$ cat src/cfe_pkg.sv
// Shared types and constants for the COBS frame encoder.
// Defines the result beat, the per-item write packet and register indexes.
// No dependencies.
package cfe_pkg;

    localparam int          QDEPTH       = 4;
    localparam int          MAX_WRITES   = 4;
    localparam int          CNT_W        = 3;
    localparam int          PADDR_W      = 3;
    localparam logic [0:0]  IDX_CAPACITY = 1'b0;
    localparam logic [15:0] CAP_RESET    = 16'd1024;
    localparam logic [7:0]  CODE_MAX     = 8'hFF;
    localparam logic [7:0]  DELIMITER    = 8'h00;

    typedef struct packed {
        logic [15:0] write_addr;
        logic [7:0]  write_byte;
        logic        frame_done;
        logic        overflow;
    } t_res;

    // All buffer writes caused by one input item, in issue order.
    typedef struct packed {
        logic [CNT_W-1:0]            cnt;
        t_res [MAX_WRITES-1:0]       res;
    } t_pkt;

endpackage

$ cat src/cfe_front.sv
// Front end of the COBS frame encoder: holds the frame state and turns each
// accepted item into a packet of up to four buffer writes.
// Depends on cfe_pkg.
module cfe_front #(
    parameter int ADDR_WIDTH = 16
) (
    input  logic                  i_clk,
    input  logic                  i_rst_n,
    input  logic                  i_accept,
    input  logic                  i_has_byte,
    input  logic [7:0]            i_data_byte,
    input  logic                  i_end_of_payload,
    input  logic [ADDR_WIDTH-1:0] i_cap_eff,
    output cfe_pkg::t_pkt         o_pkt
);
    import cfe_pkg::*;

    localparam int PW = ADDR_WIDTH + 1;

    logic [ADDR_WIDTH-1:0] r_code_pos, n_code_pos;
    logic [ADDR_WIDTH-1:0] r_next_pos, n_next_pos;
    logic [7:0]            r_block_code, n_block_code;
    logic                  r_discarding, n_discarding;

    function automatic t_pkt f_emit(t_pkt p, logic [PW-1:0] addr, logic [7:0] data,
                                    logic done, logic ovf);
        t_pkt q;
        q = p;
        q.res[p.cnt[1:0]].write_addr = 16'(addr);
        q.res[p.cnt[1:0]].write_byte = data;
        q.res[p.cnt[1:0]].frame_done = done;
        q.res[p.cnt[1:0]].overflow   = ovf;
        q.cnt = p.cnt + CNT_W'(1);
        return q;
    endfunction

    always_comb begin
        logic [PW-1:0] v_cp;
        logic [PW-1:0] v_np;
        logic [PW-1:0] v_cap;
        logic [7:0]    v_bc;
        logic          v_ovf;
        logic          v_restart;
        t_pkt          v_pkt;

        v_pkt        = '0;
        v_cp         = {1'b0, r_code_pos};
        v_np         = {1'b0, r_next_pos};
        v_cap        = {1'b0, i_cap_eff};
        v_bc         = r_block_code;
        v_ovf        = 1'b0;
        v_restart    = 1'b0;
        n_code_pos   = r_code_pos;
        n_next_pos   = r_next_pos;
        n_block_code = r_block_code;
        n_discarding = r_discarding;

        if (r_discarding) begin
            if (i_end_of_payload) begin
                n_discarding = 1'b0;
                v_restart    = 1'b1;
            end
        end else if (i_has_byte || i_end_of_payload) begin
            if (v_cap < PW'(2)) begin
                v_ovf = 1'b1;
            end else if (i_has_byte) begin
                if (i_data_byte == 8'h00) begin
                    v_pkt = f_emit(v_pkt, v_cp, v_bc, 1'b0, 1'b0);
                    v_bc  = 8'd1;
                    v_cp  = v_np;
                    v_np  = v_np + PW'(1);
                    v_ovf = (v_np >= v_cap);
                end else if (v_np >= v_cap) begin
                    v_ovf = 1'b1;
                end else begin
                    v_pkt = f_emit(v_pkt, v_np, i_data_byte, 1'b0, 1'b0);
                    v_np  = v_np + PW'(1);
                    v_bc  = v_bc + 8'd1;
                    // A full block closes at once and a fresh one opens behind it.
                    if (v_bc == CODE_MAX) begin
                        v_pkt = f_emit(v_pkt, v_cp, v_bc, 1'b0, 1'b0);
                        v_bc  = 8'd1;
                        v_cp  = v_np;
                        v_np  = v_np + PW'(1);
                        v_ovf = (v_np >= v_cap);
                    end
                end
            end

            if (!v_ovf && i_end_of_payload) begin
                v_pkt = f_emit(v_pkt, v_cp, v_bc, 1'b0, 1'b0);
                if (v_np >= v_cap) begin
                    v_ovf = 1'b1;
                end else begin
                    v_pkt     = f_emit(v_pkt, v_np, DELIMITER, 1'b1, 1'b0);
                    v_restart = 1'b1;
                end
            end

            if (v_ovf) begin
                v_pkt        = f_emit(v_pkt, '0, 8'h00, 1'b1, 1'b1);
                v_restart    = 1'b1;
                n_discarding = !i_end_of_payload;
            end else if (!v_restart) begin
                n_code_pos   = v_cp[ADDR_WIDTH-1:0];
                n_next_pos   = v_np[ADDR_WIDTH-1:0];
                n_block_code = v_bc;
            end
        end

        if (v_restart) begin
            n_code_pos   = '0;
            n_next_pos   = ADDR_WIDTH'(1);
            n_block_code = 8'd1;
        end

        o_pkt = v_pkt;
    end

    always_ff @(posedge i_clk) begin
        if (!i_rst_n) begin
            r_code_pos   <= '0;
            r_next_pos   <= ADDR_WIDTH'(1);
            r_block_code <= 8'd1;
            r_discarding <= 1'b0;
        end else if (i_accept) begin
            r_code_pos   <= n_code_pos;
            r_next_pos   <= n_next_pos;
            r_block_code <= n_block_code;
            r_discarding <= n_discarding;
        end
    end

endmodule

$ cat src/cfe_queue.sv
// Short packet queue between the front end and the write issuer.
// Holds whole write packets so each side can stall on its own.
// Depends on cfe_pkg.
module cfe_queue (
    input  logic          i_clk,
    input  logic          i_rst_n,
    input  logic          i_push,
    input  cfe_pkg::t_pkt i_pkt,
    input  logic          i_pop,
    output cfe_pkg::t_pkt o_head,
    output logic          o_empty,
    output logic          o_full
);
    import cfe_pkg::*;

    localparam int PTR_W = $clog2(QDEPTH);
    localparam int CW    = $clog2(QDEPTH + 1);

    t_pkt             r_mem [QDEPTH];
    t_pkt             r_head;
    logic [PTR_W-1:0] r_wr_ptr;
    logic [PTR_W-1:0] r_rd_ptr;
    logic [CW-1:0]    r_count;
    logic [PTR_W-1:0] w_rd_next;

    assign w_rd_next = r_rd_ptr + PTR_W'(1);
    assign o_head    = r_head;
    assign o_empty   = (r_count == '0);
    assign o_full    = (r_count == CW'(QDEPTH));

    // The head register always holds the oldest packet. It is refilled from
    // the next entry on a pop, or straight from the input when the incoming
    // packet becomes the oldest one.
    always_ff @(posedge i_clk) begin
        if (i_push) begin
            r_mem[r_wr_ptr] <= i_pkt;
        end
        if (i_pop && (r_count > CW'(1))) begin
            r_head <= r_mem[w_rd_next];
        end else if (i_push && ((r_count == '0) || i_pop)) begin
            r_head <= i_pkt;
        end
    end

    always_ff @(posedge i_clk) begin
        if (!i_rst_n) begin
            r_wr_ptr <= '0;
            r_rd_ptr <= '0;
            r_count  <= '0;
        end else begin
            if (i_push) begin
                r_wr_ptr <= r_wr_ptr + PTR_W'(1);
            end
            if (i_pop) begin
                r_rd_ptr <= r_rd_ptr + PTR_W'(1);
            end
            if (i_push && !i_pop) begin
                r_count <= r_count + CW'(1);
            end else if (!i_push && i_pop) begin
                r_count <= r_count - CW'(1);
            end
        end
    end

endmodule

$ cat src/cfe_back.sv
// Write issuer: moves the head packet into the output register one write per
// cycle unless stalled; frees it after its last write. Depends on cfe_pkg.
module cfe_back (
    input  logic          i_clk,
    input  logic          i_rst_n,
    input  cfe_pkg::t_pkt i_head,
    input  logic          i_empty,
    output logic          o_pop,
    output logic          o_valid,
    input  logic          i_stall,
    output cfe_pkg::t_res o_res
);
    import cfe_pkg::*;

    logic [1:0] r_idx;
    logic       r_valid;
    t_res       r_res;
    logic       w_load;
    logic       w_last;

    // The output register takes a new beat when it is empty or being taken.
    assign w_load  = !i_empty && (!r_valid || !i_stall);
    assign w_last  = (({1'b0, r_idx} + CNT_W'(1)) == i_head.cnt);
    assign o_pop   = w_load && w_last;
    assign o_valid = r_valid;
    assign o_res   = r_res;

    always_ff @(posedge i_clk) begin
        if (w_load) begin
            r_res <= i_head.res[r_idx];
        end
    end

    always_ff @(posedge i_clk) begin
        if (!i_rst_n) begin
            r_idx   <= '0;
            r_valid <= 1'b0;
        end else begin
            if (w_load) begin
                r_valid <= 1'b1;
                r_idx   <= w_last ? 2'd0 : r_idx + 2'd1;
            end else if (!i_stall) begin
                r_valid <= 1'b0;
            end
        end
    end

endmodule

$ cat src/cobs_frame_encoder_core.sv
// COBS frame encoder: payload bytes in, frame buffer writes out. Depends on cfe_pkg.
// A write passes through the queue head and output registers before it is presented.
// Throughput: one item per cycle while each item makes one write; writes leave one
// per cycle while i_stall is low, and a four-packet queue absorbs items that make up
// to four, stalling input only when full. Synchronous active-low reset restores the
// frame state, sets buffer_capacity to 1024 and empties the queue and output.
module cobs_frame_encoder_core #(
    parameter int ADDR_WIDTH = 16
) (
    input  logic                        i_clk,
    input  logic                        i_rst_n,
    input  logic                        i_valid,
    output logic                        o_stall,
    input  logic                        i_has_byte,
    input  logic [7:0]                  i_data_byte,
    input  logic                        i_end_of_payload,
    output logic                        o_valid,
    input  logic                        i_stall,
    output logic [15:0]                 o_write_addr,
    output logic [7:0]                  o_write_byte,
    output logic                        o_frame_done,
    output logic                        o_overflow,
    input  logic                        psel,
    input  logic                        penable,
    input  logic                        pwrite,
    input  logic [cfe_pkg::PADDR_W-1:0] paddr,
    input  logic [31:0]                 pwdata,
    output logic [31:0]                 prdata,
    output logic                        pready
);
    import cfe_pkg::*;

    localparam logic [31:0] CapLimit = (32'd1 << ADDR_WIDTH) - 32'd1;

    logic [15:0]           r_buffer_capacity;
    logic [31:0]           w_cap32;
    logic [ADDR_WIDTH-1:0] w_cap_eff;
    logic                  w_accept;
    logic                  w_push;
    logic                  w_pop;
    logic                  w_empty;
    logic                  w_full;
    t_pkt                  w_pkt;
    t_pkt                  w_head;
    t_res                  w_res;

    assign pready = 1'b1;
    assign prdata = (paddr[2] == IDX_CAPACITY) ? {16'h0000, r_buffer_capacity} : 32'h0;

    always_ff @(posedge i_clk) begin
        if (!i_rst_n) begin
            r_buffer_capacity <= CAP_RESET;
        end else if (psel && penable && pwrite && pready && (paddr[2] == IDX_CAPACITY)) begin
            r_buffer_capacity <= pwdata[15:0];
        end
    end

    // The capacity in use cannot exceed the largest address.
    assign w_cap32   = (32'(r_buffer_capacity) < CapLimit) ? 32'(r_buffer_capacity) : CapLimit;
    assign w_cap_eff = w_cap32[ADDR_WIDTH-1:0];

    assign o_stall  = w_full;
    assign w_accept = i_valid && !w_full;
    assign w_push   = w_accept && (w_pkt.cnt != '0);

    cfe_front #(
        .ADDR_WIDTH (ADDR_WIDTH)
    ) u_front (
        .i_clk            (i_clk),
        .i_rst_n          (i_rst_n),
        .i_accept         (w_accept),
        .i_has_byte       (i_has_byte),
        .i_data_byte      (i_data_byte),
        .i_end_of_payload (i_end_of_payload),
        .i_cap_eff        (w_cap_eff),
        .o_pkt            (w_pkt)
    );

    cfe_queue u_queue (
        .i_clk   (i_clk),
        .i_rst_n (i_rst_n),
        .i_push  (w_push),
        .i_pkt   (w_pkt),
        .i_pop   (w_pop),
        .o_head  (w_head),
        .o_empty (w_empty),
        .o_full  (w_full)
    );

    cfe_back u_back (
        .i_clk   (i_clk),
        .i_rst_n (i_rst_n),
        .i_head  (w_head),
        .i_empty (w_empty),
        .o_pop   (w_pop),
        .o_valid (o_valid),
        .i_stall (i_stall),
        .o_res   (w_res)
    );

    assign o_write_addr = w_res.write_addr;
    assign o_write_byte = w_res.write_byte;
    assign o_frame_done = w_res.frame_done;
    assign o_overflow   = w_res.overflow;

endmodule

$ cat config.mk
export PLATFORM = sky130hd
export DESIGN_NAME = cobs_frame_encoder_core
export DESIGN_NICKNAME = d
export VERILOG_FILES = /design/src/cfe_pkg.sv /design/src/cfe_front.sv /design/src/cfe_queue.sv /design/src/cfe_back.sv /design/src/cobs_frame_encoder_core.sv
export SDC_FILE = /design/constraint.sdc
export NUM_CORES = 1
export LEC_CHECK = 0
export ABC_AREA = 1
export BUFFER_PORTS_ARGS = -buffer_cell sky130_fd_sc_hd__buf_2
export CELL_PAD_IN_SITES_DETAIL_PLACEMENT = 0
export CELL_PAD_IN_SITES_GLOBAL_PLACEMENT = 1
export CORE_MARGIN = 5
export CORE_UTILIZATION = 54
export CTS_CLUSTER_DIAMETER = 60
export DETAILED_ROUTE_END_ITERATION = 10
export PLACE_DENSITY_LB_ADDON = 0.25
export RECOVER_POWER = 50
export SETUP_SLACK_MARGIN = 0.3
export SYNTH_ARGS = -nofsm -noshare
export SYNTH_HDL_FRONTEND = slang
export SYNTH_SLANG_ARGS = --single-unit
$ cat constraint.sdc
create_clock -name i_clk -period 17.1 [get_ports i_clk]
set_clock_uncertainty 0.05 [all_clocks]
set_input_delay 1.71 -clock i_clk [delete_from_list [all_inputs] [get_ports i_clk]]
set_output_delay 1.71 -clock i_clk [all_outputs]
set_load 0.03 [all_outputs]
==> summary.md <==
| Metric | Value |
|---|---|
| GPL Wtd Cong | `0.9379` |
| Dpl cells | `3,867` |
| Period minus WS final | `10,130 ps` |
| Worst Tran Pin Value | `4766 ps` |
| Period utilization | `59.26%` |
| Total design power | `5.113 mW` |
| Unrepaired setup endpoints after global routing | `no` |
| Worst Hold Launch | `u_back.o_valid` |
| Post-CTS setup buffers | `0` |
| Final Hold Viols | `0` |
| First-pass GRT wire length | `139,900 um` |
| Register-to-Register Path Depth | `37` |
| Sequential area share after synthesis | `57.13%` |
| P&R area growth vs syn | `9.036%` |
| Vias per inst | `6.105` |
| Hold Buf Count CTS | `0` |
| Endpoints failing setup | `0` |
| Total wire length | `91,450 um` |
| Violations in the final reports | `capacitance limit, slew limit` |
| Fin nets | `3,302` |
| Die area | `63,910 um2` |
| Syn. warnings | `0` |
| Die Ht | `252.8 um` |
| Hold-critical path depth | `2` |
| GR Util All Layers | `28.12%` |
| Total core area | `58,690 um2` |
| Ant diodes | `0` |
| CTS buffer count | `68` |
| Startpoint Class | `flip-flop` |
| Initial antenna violation count | `0` |
| Number of synthesized flops with an enable pin | `561` |
| Syn avg cell area | `10.05 um2` |
| Synth Instances | `3,168` |
| Initial DRC count | `2,432` |
| VDD IR-drop max | `0.1314 mV` |
| Htree depth | `3` |
| Crit-path slowest cell | `buf_4` |
| Crit path top cell by count | `nand2_1` |
| Ys flop type | `edfxtp_1` |
| P_leak | `12.72 nW` |
| PwrDens | `147.3 nW/um2` |
| Min-Delay Path Class | `flip-flop to flip-flop` |
| Clk root buf | `clkbuf_16` |
| Worst path arrival time | `10,290 ps` |
| Maximum clock rate | `98.69 MHz` |
| Distinct cells, synth | `63` |
| Die Width | `252.8 um` |
| Via count | `24,360` |
| Clock latency on the worst-skew pair | `610 ps` |
| Area after DPL | `32,730 um2` |
| Worst R2R Start | `u_front.r_next_pos[0]` |
| TritonCTS clock tree | `done` |
| Filler instances | `4,944` |
| Rel. slew slack | `-218.5%` |
| Vias in the first global route | `23,440` |
| Fin. max-slew vios | `329` |
| IO Pins | `113` |
| Standard-cell row count | `89` |
| Share of layout cells above drive strength 1 | `7.336%` |
| Wire per inst | `22.92 um` |
| Crit Path Max Fanout | `55` |
| Port bufs | `77` |
| Netlist Area Pre-Place | `31,830 um2` |
| Post-synth ARST share | `0%` |
| DR pass1 iterations | `5` |
| Slowest stage delay, CP | `810 ps` |
| Final Instance Area | `34,710 um2` |
| Initial Util | `54.25%` |
| Total clock sinks | `628` |
| PostCTS Resize Cnt | `0` |
| Status | `finished with violations` |
| Worst path required time | `17,260 ps` |
| Clock tree buffer depth | `3` |
| Yosys reg bits | `628` |
| CP Class | `flip-flop to flip-flop` |
| Pin count of the biggest net entering global routing | `126` |
| Clk slew on worst S/H paths | `60 ps` |
| Worst setup EP type | `flip-flop` |
| Setup TNS | `0 ps` |
| Post-Layout Cell Count | `3,990` |
| DRC viols | `0` |
| CP startpoint | `u_front.r_next_pos[0]` |
| HPWL after DPL | `57,400 um` |
| Remaining global-route overflow | `0` |
| Max_cap viols | `9` |
| Final antenna-violating net count | `0` |
==> final cells by class <==
| type | count | area (um2) | area share (%) |
|---|---|---|---|
| Clock inverter | 35 | 446.7 | 1.287 |
| Inverter | 223 | 849.6 | 2.448 |
| Timing Repair Buffer | 123 | 650.6 | 1.874 |
| Sequential cell | 628 | 18200 | 52.42 |
| Clock buffer | 88 | 1862 | 5.364 |
| Multi-Input combinational cell | 2120 | 11740 | 33.82 |
| Tap cell | 773 | 967.2 | 2.786 |
==> path summary, 6_finish.rpt <==
kind | to | slack, ps
worst max register to register | u_queue.r_mem[3][39] | 6970
worst max-delay path | u_queue.r_mem[3][39] | 6970
worst min-delay path | u_back.o_valid | 440
worst min register to register | u_back.o_valid | 440
==> cells in the mapped netlist (5+ instances only) <==
library cell,n,area [um2]
o21ai_1,28,140.1
nor2_2,22,137.6
mux2i_1,101,1011
inv_2,16,60.06
clkbuf_1,149,559.3
nor3_1,12,60.06
a22oi_1,45,337.8
nand4_1,26,162.7
buf_6,6,67.56
nor2_4,5,56.30
nand3_1,264,1321
buf_2,16,80.08
nand2_2,26,162.7
xor2_1,12,105.1
xnor2_1,5,43.79
ha_1,86,1076
edfxtp_1,561,16850
nor2_1,238,893.4
o21ai_0,307,1536
dfxtp_1,67,1341
o211ai_1,142,1066
buf_4,21,157.7
a21oi_1,110,550.5
inv_1,203,762.0
nand2_1,533,2001
a22o_1,5,43.79
buf_1,17,63.81
a221oi_1,7,61.31
nor3b_2,16,200.2
o22ai_1,51,319.1
a31oi_1,7,43.79
==> worst max-delay path: cells and delay by family (launching register included) <==
kind / cells / cell delay, ps
AOI/OAI and AO/OA: 4 / 840
adders and majority gates: 3 / 1180
buffers and inverters: 10 / 3810
DFF: 1 / 540
and+or+nand+nor: 20 / 3210
==> cells in the final DEF (no fill, tap or decap), types with 7 or more instances in the layout <==
cell type,count
a21oi_1,113
a221oi_1,7
a22oi_1,45
a31oi_1,7
buf_2,31
buf_4,40
bufinv_16,9
clkbuf_1,68
clkbuf_16,72
clkinv_1,12
clkinv_2,7
conb_1,17
dfxtp_1,64
edfxtp_1,561
ha_1,86
inv_1,207
inv_2,9
mux2i_1,101
nand2_1,544
nand2_2,15
nand3_1,266
nand4_1,27
nor2_1,244
nor2_2,13
nor2_4,8
nor3_1,15
nor3b_1,16
o211ai_1,142
o21ai_0,317
o21ai_1,18
o22ai_1,51
xor2_1,12
==> sequential cells by signal, indices dropped and copies added, names as in the netlist <==
register              flops
r_buffer_capacity        16
u_back.o_res             26
u_back.o_valid            1
u_back.r_idx              2
u_front.r_block_code      8
u_front.r_code_pos       16
u_front.r_discarding      1
u_front.r_next_pos       16
u_queue.o_head          107
u_queue.r_count           3
u_queue.r_mem           428
u_queue.r_rd_ptr          2
u_queue.r_wr_ptr          2
==> through the flow <==
stage / util [%] / hold slack, ps / setup WS, ps
3_5_place_dp: 55.77 / 427.7 / 8062
3_3_place_gp: 55.77 / 425.3 / 8077
4_1_cts: 59.71 / 437.7 / 8067
5_1_grt: 59.15 / 472.5 / 6342
2_1_floorplan: - / 393.5 / 6773
6_report: 59.15 / 437.6 / 6967
==> metal layers <==
layer  global-route usage [%]  part of all wire, %
met5                        0                    0
met4                    7.898                  2.4
met3                    4.930                  8.9
met2                    45.00                   47
met1                    40.11                   42
==> where the power goes <==
group	switching, mW	internal, mW
Sequential	0.105	2.08
Clock	0.604	0.912
Combinational	1.06	0.345
Total	1.77	3.34
==> kinds of logic (layout without fill, tap and decap cells) <==
| logic type | after synthesis | in the layout | share of synthesized area [%] |
|---|---|---|---|
| AO/OA/AOI/OAI | 725 | 725 | 13.51 |
| XOR/XNOR | 19 | 19 | 0.5699 |
| other | 2 | 17 | 0.02359 |
| adder cells (fa/ha/maj) | 86 | 86 | 3.380 |
| AND/OR/NAND/NOR | 1172 | 1172 | 16.61 |
| multiplexers | 101 | 101 | 3.176 |
| flip-flops | 628 | 628 | 57.13 |
| buffers and inverters | 435 | 469 | 5.601 |
(Power assumes the default switching activity.)
